**config.mk**
```make
export PLATFORM = sky130hd
export DESIGN_NAME = gyro_heading_hold_mecanum_mix_flat
export DESIGN_NICKNAME = d
export VERILOG_FILES = /design/src/rtl/ghhmm_pkg.sv /design/src/rtl/ghhmm_if.sv /design/src/rtl/gyro_heading_hold_mecanum_mix.sv /design/src/flat_wrapper.sv
export SDC_FILE = /design/constraint.sdc
export NUM_CORES = 2
export LEC_CHECK = 0
export ABC_AREA = 1
export BUFFER_PORTS_ARGS = -buffer_cell sky130_fd_sc_hd__buf_4
export CAP_MARGIN = 20
export CORE_MARGIN = 5
export CORE_UTILIZATION = 59
export DETAILED_ROUTE_END_ITERATION = 6
export PLACE_DENSITY = 0.86
export SLEW_MARGIN = 20
export SYNTH_ARGS = -nofsm -noshare
export SYNTH_HDL_FRONTEND = slang
export SYNTH_SLANG_ARGS = --single-unit
```
**constraint.sdc**
```tcl
create_clock -name clk -period 25.7 [get_ports clk]
set_clock_uncertainty 0.05 [all_clocks]
set_input_delay 5.14 -clock clk [delete_from_list [all_inputs] [get_ports clk]]
set_output_delay 5.14 -clock clk [all_outputs]
set_load 0.01 [all_outputs]
```
**src/rtl/ghhmm_pkg.sv**
```systemverilog
// Shared widths, register codes and fixed-point constants for the heading hold block.
package ghhmm_pkg;

  // Port payload widths
  localparam int GYRO_W     = 16;
  localparam int TIME_W     = 16;
  localparam int DRIVE_W    = 16;
  localparam int HEAD_W     = 32;
  localparam int CFG_IDX_W  = 3;
  localparam int CFG_DATA_W = 16;

  // Register field widths
  localparam int DIR_W   = 2;
  localparam int BIAS_W  = 16;
  localparam int DB_W    = 15;
  localparam int SCALE_W = 16;
  localparam int GAIN_W  = 16;
  localparam int LIM_W   = 15;
  localparam int SPEED_W = 15;

  // Datapath widths
  localparam int DIFF_W    = GYRO_W + 2;    // reading minus bias, signed
  localparam int DMAG_W    = GYRO_W;        // |reading - bias| <= 65535
  localparam int MAG_W     = 32;            // shared multiplier operand A
  localparam int MULB_W    = 16;            // shared multiplier operand B
  localparam int PROD_W    = MAG_W + MULB_W;
  localparam int RATE_W    = 28;            // |rate| < 2^27
  localparam int SUM_W     = RATE_W + 1;    // previous rate plus rate
  localparam int DELTA_W   = 26;            // |delta| < 2^25
  localparam int CORR_W    = DRIVE_W;
  localparam int MIX_W     = SPEED_W + 3;   // speed +/- correction before saturation

  // Shared divider: restoring, DIV_RADIX quotient bits per cycle
  localparam int DIV_W      = 40;
  localparam int DIV_RADIX  = 4;
  localparam int DIV_STEPS  = DIV_W / DIV_RADIX;
  localparam int DIV_CNT_W  = $clog2(DIV_STEPS);
  localparam int REM_W      = 14;

  // rate = round(d * scale * 256 / 10000) = round(d * scale * 16 / 625)
  localparam logic [REM_W-1:0] RATE_DIV   = REM_W'(625);
  localparam logic [DIV_W-1:0] RATE_HALF  = DIV_W'(312);
  localparam int               RATE_SHIFT = 4;

  // delta = round(sum * elapsed / 2000000): add half, drop 7 bits, divide by 15625
  localparam logic [REM_W-1:0] DELTA_DIV   = REM_W'(15625);
  localparam int               DELTA_PW    = 44;   // product bits used
  localparam logic [DELTA_PW:0] DELTA_HALF = (DELTA_PW + 1)'(1000000);
  localparam int               DELTA_SHIFT = 7;

  // correction = round(heading * gain / 2^17)
  localparam int                CORR_SHIFT = 17;
  localparam logic [PROD_W-1:0] CORR_HALF  = PROD_W'(65536);
  localparam int                CORR_Q_W   = PROD_W - CORR_SHIFT;

  // Saturation limits
  localparam logic signed [MIX_W-1:0] DRIVE_MAX = MIX_W'((1 << (DRIVE_W - 1)) - 1);
  localparam logic signed [MIX_W-1:0] DRIVE_MIN = -MIX_W'(1 << (DRIVE_W - 1));

  // Register indexes on the configuration channel
  typedef enum logic [CFG_IDX_W-1:0] {
    REG_DIRECTION        = 3'd0,
    REG_GYRO_BIAS        = 3'd1,
    REG_DEAD_BAND        = 3'd2,
    REG_RATE_SCALE       = 3'd3,
    REG_HEADING_GAIN     = 3'd4,
    REG_CORRECTION_LIMIT = 3'd5,
    REG_MOVE_SPEED       = 3'd6
  } cfg_reg_t;

  // Travel direction codes
  typedef enum logic [DIR_W-1:0] {
    DIR_FORWARD = 2'd0,
    DIR_BACK    = 2'd1,
    DIR_RIGHT   = 2'd2,
    DIR_LEFT    = 2'd3
  } dir_t;

  // Register reset values
  localparam logic signed [BIAS_W-1:0] GYRO_BIAS_RST   = '0;
  localparam logic [DB_W-1:0]          DEAD_BAND_RST   = DB_W'(50);
  localparam logic [SCALE_W-1:0]       RATE_SCALE_RST  = SCALE_W'(38212);
  localparam logic [GAIN_W-1:0]        HEAD_GAIN_RST   = GAIN_W'(655);
  localparam logic [LIM_W-1:0]         CORR_LIMIT_RST  = LIM_W'(3277);
  localparam logic [SPEED_W-1:0]       MOVE_SPEED_RST  = SPEED_W'(16384);

endpackage

```
**src/rtl/ghhmm_if.sv**
```systemverilog
// Channel interfaces: gyro input beats, wheel drive result beats, register writes.

interface ghhmm_gyro_if
  import ghhmm_pkg::*;
();
  logic                     valid;
  logic                     ready;
  logic signed [GYRO_W-1:0] gyro_reading;
  logic [TIME_W-1:0]        elapsed_us;

  modport source (output valid, output gyro_reading, output elapsed_us, input ready);
  modport sink   (input valid, input gyro_reading, input elapsed_us, output ready);
endinterface

interface ghhmm_drive_if
  import ghhmm_pkg::*;
();
  logic                      valid;
  logic                      ready;
  logic signed [DRIVE_W-1:0] drive_front_left;
  logic signed [DRIVE_W-1:0] drive_front_right;
  logic signed [DRIVE_W-1:0] drive_rear_left;
  logic signed [DRIVE_W-1:0] drive_rear_right;
  logic signed [HEAD_W-1:0]  heading_deg;

  modport source (output valid, output drive_front_left, output drive_front_right,
                  output drive_rear_left, output drive_rear_right, output heading_deg,
                  input ready);
  modport sink   (input valid, input drive_front_left, input drive_front_right,
                  input drive_rear_left, input drive_rear_right, input heading_deg,
                  output ready);
endinterface

interface ghhmm_cfg_if
  import ghhmm_pkg::*;
();
  logic                  valid;
  logic                  ready;
  logic [CFG_IDX_W-1:0]  index;
  logic [CFG_DATA_W-1:0] data;

  modport source (output valid, output index, output data, input ready);
  modport sink   (input valid, input index, input data, output ready);
endinterface

```
**src/rtl/gyro_heading_hold_mecanum_mix.sv**
```systemverilog
// Gyro heading hold: bias, deadband, rate scaling, trapezoid heading, mecanum drive mix.
//
// Channels: gyro (sink) takes one beat per control step carrying the averaged
// gyro reading and the microseconds since the previous step. drive (source)
// returns one beat per input beat: four saturated Q1.15 wheel drives and the
// Q16.16 heading after the step. cfg (sink) writes the seven registers; it is
// always ready and is meant to be written only while the block is idle.
// The sequencer runs one 32x16 multiplier three times and one
// 4-bit-per-cycle restoring divider twice for every beat; gyro.ready is
// high only in the idle state, so a new beat is taken only once the last
// one has been worked through.
// Reset (synchronous, rst high) clears heading and the stored turn rate,
// loads the register defaults and drops drive.valid.
// The result sits in an output register: while the receiver stalls, the next
// gyro beat is still taken and worked on, and the sequencer waits in its
// final mix step until the held result is taken.
module gyro_heading_hold_mecanum_mix
  import ghhmm_pkg::*;
(
  input logic           clk,
  input logic           rst,
  ghhmm_gyro_if.sink    gyro,
  ghhmm_drive_if.source drive,
  ghhmm_cfg_if.sink     cfg
);

  typedef enum logic [3:0] {
    S_IDLE, S_DEAD, S_MUL_RATE, S_LD_RATE, S_DIV_RATE, S_SUM, S_ABS_SUM,
    S_MUL_DELTA, S_LD_DELTA, S_DIV_DELTA, S_HEAD, S_ABS_HEAD, S_MUL_CORR,
    S_CORR, S_MIX
  } state_t;

  // Configuration registers
  dir_t                      direction;
  logic signed [BIAS_W-1:0]  gyro_bias;
  logic [DB_W-1:0]           dead_band;
  logic [SCALE_W-1:0]        rate_scale;
  logic [GAIN_W-1:0]         heading_gain;
  logic [LIM_W-1:0]          correction_limit;
  logic [SPEED_W-1:0]        move_speed;

  // Sequencer and datapath registers
  state_t                    state;
  logic signed [DIFF_W-1:0]  diff;
  logic [TIME_W-1:0]         elapsed;
  logic [MAG_W-1:0]          op_mag;
  logic                      op_neg;
  logic [PROD_W-1:0]         prod;
  logic [DIV_W-1:0]          div_num;
  logic [REM_W-1:0]          div_rem;
  logic [DIV_CNT_W-1:0]      div_cnt;
  logic signed [RATE_W-1:0]  rate;
  logic signed [RATE_W-1:0]  prev_rate;
  logic signed [SUM_W-1:0]   rate_sum;
  logic signed [DELTA_W-1:0] delta;
  logic signed [HEAD_W-1:0]  heading;
  logic signed [CORR_W-1:0]  corr;

  // Output register
  logic                      out_valid;
  logic signed [DRIVE_W-1:0] out_fl;
  logic signed [DRIVE_W-1:0] out_fr;
  logic signed [DRIVE_W-1:0] out_rl;
  logic signed [DRIVE_W-1:0] out_rr;
  logic signed [HEAD_W-1:0]  out_heading;

  // Combinational helpers
  logic [DIFF_W-1:0]         diff_abs;
  logic [MULB_W-1:0]         mul_b;
  logic [PROD_W-1:0]         prod_next;
  logic [REM_W-1:0]          divisor;
  logic [REM_W-1:0]          rem_next;
  logic [DIV_W-1:0]          num_next;
  logic [REM_W:0]            trial;
  logic                      div_last;
  logic [SUM_W-1:0]          sum_abs;
  logic [DELTA_PW:0]         delta_round;
  logic signed [HEAD_W:0]    head_sum;
  logic signed [HEAD_W-1:0]  head_sat;
  logic [PROD_W-1:0]         corr_round;
  logic [CORR_Q_W-1:0]       corr_q;
  logic [LIM_W-1:0]          corr_mag;
  logic signed [MIX_W-1:0]   mix_s;
  logic signed [MIX_W-1:0]   mix_c;
  logic signed [MIX_W-1:0]   s_plus_c;
  logic signed [MIX_W-1:0]   s_minus_c;
  logic                      in_beat;
  logic                      out_free;

  function automatic logic signed [DRIVE_W-1:0] sat_drive(input logic signed [MIX_W-1:0] v);
    logic signed [DRIVE_W-1:0] r;
    if (v > DRIVE_MAX)      r = DRIVE_W'(DRIVE_MAX);
    else if (v < DRIVE_MIN) r = DRIVE_W'(DRIVE_MIN);
    else                    r = DRIVE_W'(v);
    return r;
  endfunction

  // Handshakes
  assign gyro.ready = (state == S_IDLE);
  assign cfg.ready  = 1'b1;
  assign in_beat    = gyro.valid && gyro.ready;
  assign out_free   = !out_valid || drive.ready;

  assign drive.valid             = out_valid;
  assign drive.drive_front_left  = out_fl;
  assign drive.drive_front_right = out_fr;
  assign drive.drive_rear_left   = out_rl;
  assign drive.drive_rear_right  = out_rr;
  assign drive.heading_deg       = out_heading;

  // Register writes; unknown indexes are dropped
  always_ff @(posedge clk) begin
    if (rst) begin
      direction        <= DIR_FORWARD;
      gyro_bias        <= GYRO_BIAS_RST;
      dead_band        <= DEAD_BAND_RST;
      rate_scale       <= RATE_SCALE_RST;
      heading_gain     <= HEAD_GAIN_RST;
      correction_limit <= CORR_LIMIT_RST;
      move_speed       <= MOVE_SPEED_RST;
    end else if (cfg.valid && cfg.ready) begin
      case (cfg.index)
        REG_DIRECTION:        direction        <= dir_t'(cfg.data[DIR_W-1:0]);
        REG_GYRO_BIAS:        gyro_bias        <= signed'(cfg.data[BIAS_W-1:0]);
        REG_DEAD_BAND:        dead_band        <= cfg.data[DB_W-1:0];
        REG_RATE_SCALE:       rate_scale       <= cfg.data[SCALE_W-1:0];
        REG_HEADING_GAIN:     heading_gain     <= cfg.data[GAIN_W-1:0];
        REG_CORRECTION_LIMIT: correction_limit <= cfg.data[LIM_W-1:0];
        REG_MOVE_SPEED:       move_speed       <= cfg.data[SPEED_W-1:0];
        default: ;
      endcase
    end
  end

  // Magnitude of reading minus bias
  assign diff_abs = diff[DIFF_W-1] ? DIFF_W'(-diff) : DIFF_W'(diff);

  // Shared multiplier, operand B picked by phase
  always_comb begin
    unique case (state)
      S_MUL_RATE:  mul_b = rate_scale;
      S_MUL_DELTA: mul_b = elapsed;
      default:     mul_b = heading_gain;
    endcase
  end
  assign prod_next = op_mag * mul_b;

  // Shared divider: DIV_RADIX restoring steps per cycle, quotient shifts into div_num
  assign divisor  = (state == S_DIV_RATE) ? RATE_DIV : DELTA_DIV;
  assign div_last = (div_cnt == DIV_CNT_W'(DIV_STEPS - 1));
  always_comb begin
    rem_next = div_rem;
    num_next = div_num;
    trial    = '0;
    for (int k = 0; k < DIV_RADIX; k++) begin
      trial    = {rem_next, num_next[DIV_W-1]};
      num_next = {num_next[DIV_W-2:0], 1'b0};
      if (trial >= {1'b0, divisor}) begin
        rem_next    = REM_W'(trial - {1'b0, divisor});
        num_next[0] = 1'b1;
      end else begin
        rem_next = trial[REM_W-1:0];
      end
    end
  end

  // Rate sum magnitude and rounded delta dividend
  assign sum_abs     = rate_sum[SUM_W-1] ? SUM_W'(-rate_sum) : SUM_W'(rate_sum);
  assign delta_round = {1'b0, prod[DELTA_PW-1:0]} + DELTA_HALF;

  // Heading update with saturation at the 32-bit limits
  assign head_sum = {heading[HEAD_W-1], heading} + (HEAD_W + 1)'(delta);
  always_comb begin
    if (head_sum[HEAD_W] != head_sum[HEAD_W-1])
      head_sat = head_sum[HEAD_W] ? {1'b1, {(HEAD_W-1){1'b0}}} : {1'b0, {(HEAD_W-1){1'b1}}};
    else
      head_sat = head_sum[HEAD_W-1:0];
  end

  // Correction magnitude, rounded and clamped
  assign corr_round = prod + CORR_HALF;
  assign corr_q     = corr_round[PROD_W-1:CORR_SHIFT];
  assign corr_mag   = (corr_q > CORR_Q_W'(correction_limit)) ? correction_limit
                                                            : corr_q[LIM_W-1:0];

  // Mix terms
  assign mix_s     = MIX_W'(move_speed);
  assign mix_c     = MIX_W'(corr);
  assign s_plus_c  = mix_s + mix_c;
  assign s_minus_c = mix_s - mix_c;

  // Sequencer with datapath and output registers
  always_ff @(posedge clk) begin
    if (rst) begin
      state     <= S_IDLE;
      out_valid <= 1'b0;
      heading   <= '0;
      prev_rate <= '0;
    end else begin
      if (drive.valid && drive.ready) out_valid <= 1'b0;

      unique case (state)
        S_IDLE: begin
          if (in_beat) begin
            diff    <= DIFF_W'(gyro.gyro_reading) - DIFF_W'(gyro_bias);
            elapsed <= gyro.elapsed_us;
            state   <= S_DEAD;
          end
        end
        S_DEAD: begin
          // readings strictly inside the deadband count as zero rate
          if (diff_abs < DIFF_W'(dead_band)) op_mag <= '0;
          else                               op_mag <= MAG_W'(diff_abs[DMAG_W-1:0]);
          op_neg <= diff[DIFF_W-1];
          state  <= S_MUL_RATE;
        end
        S_MUL_RATE: begin
          prod  <= prod_next;
          state <= S_LD_RATE;
        end
        S_LD_RATE: begin
          div_num <= DIV_W'({prod[MAG_W-1:0], {RATE_SHIFT{1'b0}}}) + RATE_HALF;
          div_rem <= '0;
          div_cnt <= '0;
          state   <= S_DIV_RATE;
        end
        S_DIV_RATE: begin
          div_num <= num_next;
          div_rem <= rem_next;
          div_cnt <= div_cnt + 1'b1;
          if (div_last) begin
            rate  <= op_neg ? -RATE_W'(num_next[RATE_W-2:0]) : RATE_W'(num_next[RATE_W-2:0]);
            state <= S_SUM;
          end
        end
        S_SUM: begin
          rate_sum <= SUM_W'(prev_rate) + SUM_W'(rate);
          state    <= S_ABS_SUM;
        end
        S_ABS_SUM: begin
          op_mag <= MAG_W'(sum_abs[SUM_W-2:0]);
          op_neg <= rate_sum[SUM_W-1];
          state  <= S_MUL_DELTA;
        end
        S_MUL_DELTA: begin
          prod  <= prod_next;
          state <= S_LD_DELTA;
        end
        S_LD_DELTA: begin
          div_num <= DIV_W'(delta_round[DELTA_PW:DELTA_SHIFT]);
          div_rem <= '0;
          div_cnt <= '0;
          state   <= S_DIV_DELTA;
        end
        S_DIV_DELTA: begin
          div_num <= num_next;
          div_rem <= rem_next;
          div_cnt <= div_cnt + 1'b1;
          if (div_last) begin
            delta <= op_neg ? -DELTA_W'(num_next[DELTA_W-2:0])
                            : DELTA_W'(num_next[DELTA_W-2:0]);
            state <= S_HEAD;
          end
        end
        S_HEAD: begin
          heading   <= head_sat;
          prev_rate <= rate;
          state     <= S_ABS_HEAD;
        end
        S_ABS_HEAD: begin
          // most negative heading maps to 2^31, which still fits unsigned
          op_mag <= heading[HEAD_W-1] ? MAG_W'(-heading) : MAG_W'(heading);
          op_neg <= heading[HEAD_W-1];
          state  <= S_MUL_CORR;
        end
        S_MUL_CORR: begin
          prod  <= prod_next;
          state <= S_CORR;
        end
        S_CORR: begin
          corr  <= op_neg ? -CORR_W'(corr_mag) : CORR_W'(corr_mag);
          state <= S_MIX;
        end
        S_MIX: begin
          // hold here until the previous result beat is gone
          if (out_free) begin
            unique case (direction)
              DIR_FORWARD: begin
                out_fl <= sat_drive(-s_minus_c);
                out_fr <= sat_drive(-s_plus_c);
                out_rl <= sat_drive(-s_minus_c);
                out_rr <= sat_drive(-s_plus_c);
              end
              DIR_BACK: begin
                out_fl <= sat_drive(s_plus_c);
                out_fr <= sat_drive(s_minus_c);
                out_rl <= sat_drive(s_plus_c);
                out_rr <= sat_drive(s_minus_c);
              end
              DIR_RIGHT: begin
                out_fl <= sat_drive(s_plus_c);
                out_fr <= sat_drive(-s_plus_c);
                out_rl <= sat_drive(-s_minus_c);
                out_rr <= sat_drive(s_minus_c);
              end
              DIR_LEFT: begin
                out_fl <= sat_drive(-s_minus_c);
                out_fr <= sat_drive(s_minus_c);
                out_rl <= sat_drive(s_plus_c);
                out_rr <= sat_drive(-s_plus_c);
              end
            endcase
            out_heading <= heading;
            out_valid   <= 1'b1;
            state       <= S_IDLE;
          end
        end
        default: state <= S_IDLE;
      endcase
    end
  end

endmodule

```
**src/flat_wrapper.sv**
```systemverilog
// flat-port wrapper written by rule: the top's interface ports become plain ports
module gyro_heading_hold_mecanum_mix_flat import ghhmm_pkg::*;
  (clk, rst, gyro_valid, gyro_gyro_reading, gyro_elapsed_us, gyro_ready, drive_valid, drive_drive_front_left, drive_drive_front_right, drive_drive_rear_left, drive_drive_rear_right, drive_heading_deg, drive_ready, cfg_valid, cfg_index, cfg_data, cfg_ready);
  ghhmm_gyro_if gyro_i ();
  ghhmm_drive_if drive_i ();
  ghhmm_cfg_if cfg_i ();
  input logic clk;
  input logic rst;
  input wire logic [$bits(gyro_i.valid)-1:0] gyro_valid;
  input wire logic [$bits(gyro_i.gyro_reading)-1:0] gyro_gyro_reading;
  input wire logic [$bits(gyro_i.elapsed_us)-1:0] gyro_elapsed_us;
  output wire logic [$bits(gyro_i.ready)-1:0] gyro_ready;
  output wire logic [$bits(drive_i.valid)-1:0] drive_valid;
  output wire logic [$bits(drive_i.drive_front_left)-1:0] drive_drive_front_left;
  output wire logic [$bits(drive_i.drive_front_right)-1:0] drive_drive_front_right;
  output wire logic [$bits(drive_i.drive_rear_left)-1:0] drive_drive_rear_left;
  output wire logic [$bits(drive_i.drive_rear_right)-1:0] drive_drive_rear_right;
  output wire logic [$bits(drive_i.heading_deg)-1:0] drive_heading_deg;
  input wire logic [$bits(drive_i.ready)-1:0] drive_ready;
  input wire logic [$bits(cfg_i.valid)-1:0] cfg_valid;
  input wire logic [$bits(cfg_i.index)-1:0] cfg_index;
  input wire logic [$bits(cfg_i.data)-1:0] cfg_data;
  output wire logic [$bits(cfg_i.ready)-1:0] cfg_ready;
  assign gyro_i.valid = gyro_valid;
  assign gyro_i.gyro_reading = gyro_gyro_reading;
  assign gyro_i.elapsed_us = gyro_elapsed_us;
  assign gyro_ready = gyro_i.ready;
  assign drive_valid = drive_i.valid;
  assign drive_drive_front_left = drive_i.drive_front_left;
  assign drive_drive_front_right = drive_i.drive_front_right;
  assign drive_drive_rear_left = drive_i.drive_rear_left;
  assign drive_drive_rear_right = drive_i.drive_rear_right;
  assign drive_heading_deg = drive_i.heading_deg;
  assign drive_i.ready = drive_ready;
  assign cfg_i.valid = cfg_valid;
  assign cfg_i.index = cfg_index;
  assign cfg_i.data = cfg_data;
  assign cfg_ready = cfg_i.ready;
  gyro_heading_hold_mecanum_mix u_core (.clk(clk), .rst(rst), .gyro(gyro_i), .drive(drive_i), .cfg(cfg_i));
endmodule
```
==> results.cfg <==
[synthesis]
ys.warnings.count = 0
syn-num-nets = 6712
syn_area_per_cell_sq_um = 8.16
ys.flop_type = edfxtp_1
ys_ff_latch = 527
synth_edf_count = 367
ys_seq_area_share_pct = 29.4
syn_area_sq_um = 48300
netlist_instances = 5924
synth.distinct_cells = 72
async_flop_share_pct = 0

[place]
dpl.hpwl_mm = 117
pre_cts_ws_ps = 14910
io_buffers = 153
gp_congestion = 1.06
post-place-cells = 7008

[worst_setup_path]
end_kind = flop
cp_common_cell = nand2_1
setup.worst_path.start_class = flop
cp_max_fo = 30
crit_arrival_ps = 11420
crit_buf_inv = 10
critical_path_class = flop to flop
startpoint = u_core.state[2]$_SDFFE_PP0P_
r2r-start = u_core.state[2]$_SDFFE_PP0P_
worstPathRequired_ps = 26040
path_delay_family = simple AND/OR/NAND/NOR gates
crit_slowest_cell = ha_1
max_stage_delay_ps = 500

[sta]
worstMarginPinSlew_ps = 1190
worst_slack_ps = 14620
rsz0062_at_grt = no
fin_setup_tns_ps = 0
maxSlewViolCount = 0
max_freq_ghz = 0.0903
setup_violations = 0
hold_viol_final = 0
slew_headroom_pct = 20.2
finalCritPeriodShare_pct = 43.1
finalCriticalPeriod_ps = 11080

[cts]
numCtsBuffers = 55
h-tree-depth = 2
cts_max_path_buffers = 3
cts_resized = 0
cts_setup_buffers = 0
clock_latency_ps = 670
tritoncts = built
path_clk_slew_ps = 60
clock_sinks = 527
postCtsHoldBufs = 0
root_buffer = clkbuf_16

[routing]
via_per_inst = 6.04
dr.pass1.iters = 6
drt.antenna.violating_nets = 0
vias = 42957
drtIter0Drc = 4939
drcViolationCount = 0
wire_per_inst_um = 21.5
finalWirelength_mm = 153

[floorplan]
io-pin-count = 155
die_h_um = 296
die_x_um = 296
die_area_sq_um = 87700
initial_utilization_pct = 59.1
rows = 105
core_sq_um = 81700

[grt]
antenna_found_initial = 4
grt_pass1_vias = 43266
grt_max_degree = 96
grt_util_all_layers_pct = 34.3
overflow = 0
grt_pass1_wl_mm = 235

[job]
cap_viol_max_count = 0

[finish]
areaGrowthSynthToFinish_pct = 8.55
drive_gt1_share_pct = 6.60
finish.net_count = 6784
instances_no_fill = 7116
final_cell_mix = nand2_1 (1,095), inv_1 (1,021), nor2_1 (596), fa_1 (423), o21ai_0 (408)
layout_commonest_cell = nand2_1

[hold_path]
hp-start = u_core.rate_scale[4]$_SDFFE_PP0P_
worst_hold_path_type = flop to flop

[run_status]
status = finished clean
-- cells in the mapped netlist (160+ instances only) --
| cell type | number | area, sq um |
|---|---|---|
| nand3_1 | 217 | 1090 |
| inv_1 | 1024 | 3840 |
| a21oi_1 | 360 | 1800 |
| fa_1 | 423 | 8470 |
| ha_1 | 309 | 3870 |
| o21ai_0 | 408 | 2040 |
| xor2_1 | 196 | 1720 |
| edfxtp_1 | 367 | 11000 |
| dfxtp_1 | 160 | 3200 |
| nand2_1 | 1096 | 4110 |
| clkbuf_1 | 173 | 649 |
| nor2_1 | 605 | 2270 |
-- stage by stage --
stage	utilization (%)	hold slack [ps]	instance area (sq um)
floorplan	-	375	48300
global placement	61.8	386	50500
detailed placement	61.8	396	50500
CTS	64.2	406	52400
global route	64.2	420	52400
finish	64.2	406	52500
-- tightest hold or removal path: cells and delay by family (launching register included) --
| kind | cells | cell delay (ps) |
|---|---|---|
| DFF | 1 | 300 |
| AOI/OAI and AO/OA | 1 | 50 |
| buffers and inverters | 1 | 60 |
-- routing by layer --
layer	GRT usage (%)	wire length, um	up-vias
met5	0	49	-
met2	54.0	67600	2751
met1	41.9	54300	20224
li1	-	-	19241
met3	11.0	19800	735
met4	19.3	10900	6
-- path summary, 6_finish.rpt --
check | cells after the start | to | slack, ps
max | 58 | u_core.rate[26]$_DFFE_PP_ | 14620
max reg2reg | 58 | u_core.rate[26]$_DFFE_PP_ | 14620
min reg2reg | 2 | u_core.rate_scale[4]$_SDFFE_PP0P_ | 410
min | 2 | u_core.rate_scale[4]$_SDFFE_PP0P_ | 410
-- sequential cells by signal (all words and copies together), names as in the netlist, 28 cells and up --
signal,count
u_core.drive.heading_deg,32
u_core.div_num,40
u_core.op_mag,32
u_core.prod,48
u_core.prev_rate,28
u_core.heading,32
u_core.rate,28
u_core.rate_sum,29
-- layout make-up --
cell class	instances	area (sq um)
antenna	3	7.51
clock buffer	79	1610
clock inverter	25	335
fill	6388	29300
inverter	1048	3940
multi-input combinational	4162	29500
sequential	527	14200
tap	1070	1340
timing repair buffer	202	1510
-- cell families (layout without fill, tap and decap cells) --
| logic type | count (synthesis) | count (layout) | share of synthesized area [%] |
|---|---|---|---|
| compound gates | 984 | 984 | 11.5 |
| xor+xnor | 265 | 265 | 4.84 |
| fa+ha+maj | 732 | 732 | 25.5 |
| buf+inv | 1235 | 1354 | 9.71 |
| flops | 527 | 527 | 29.4 |
| mux | 1 | 1 | 0.0207 |
| other cells | 1 | 4 | 0.00776 |
| simple gates | 2179 | 2179 | 19.0 |
Power is not shown: default switching activity piles up to over one toggle a cycle in this logic, so the estimate is an artifact.
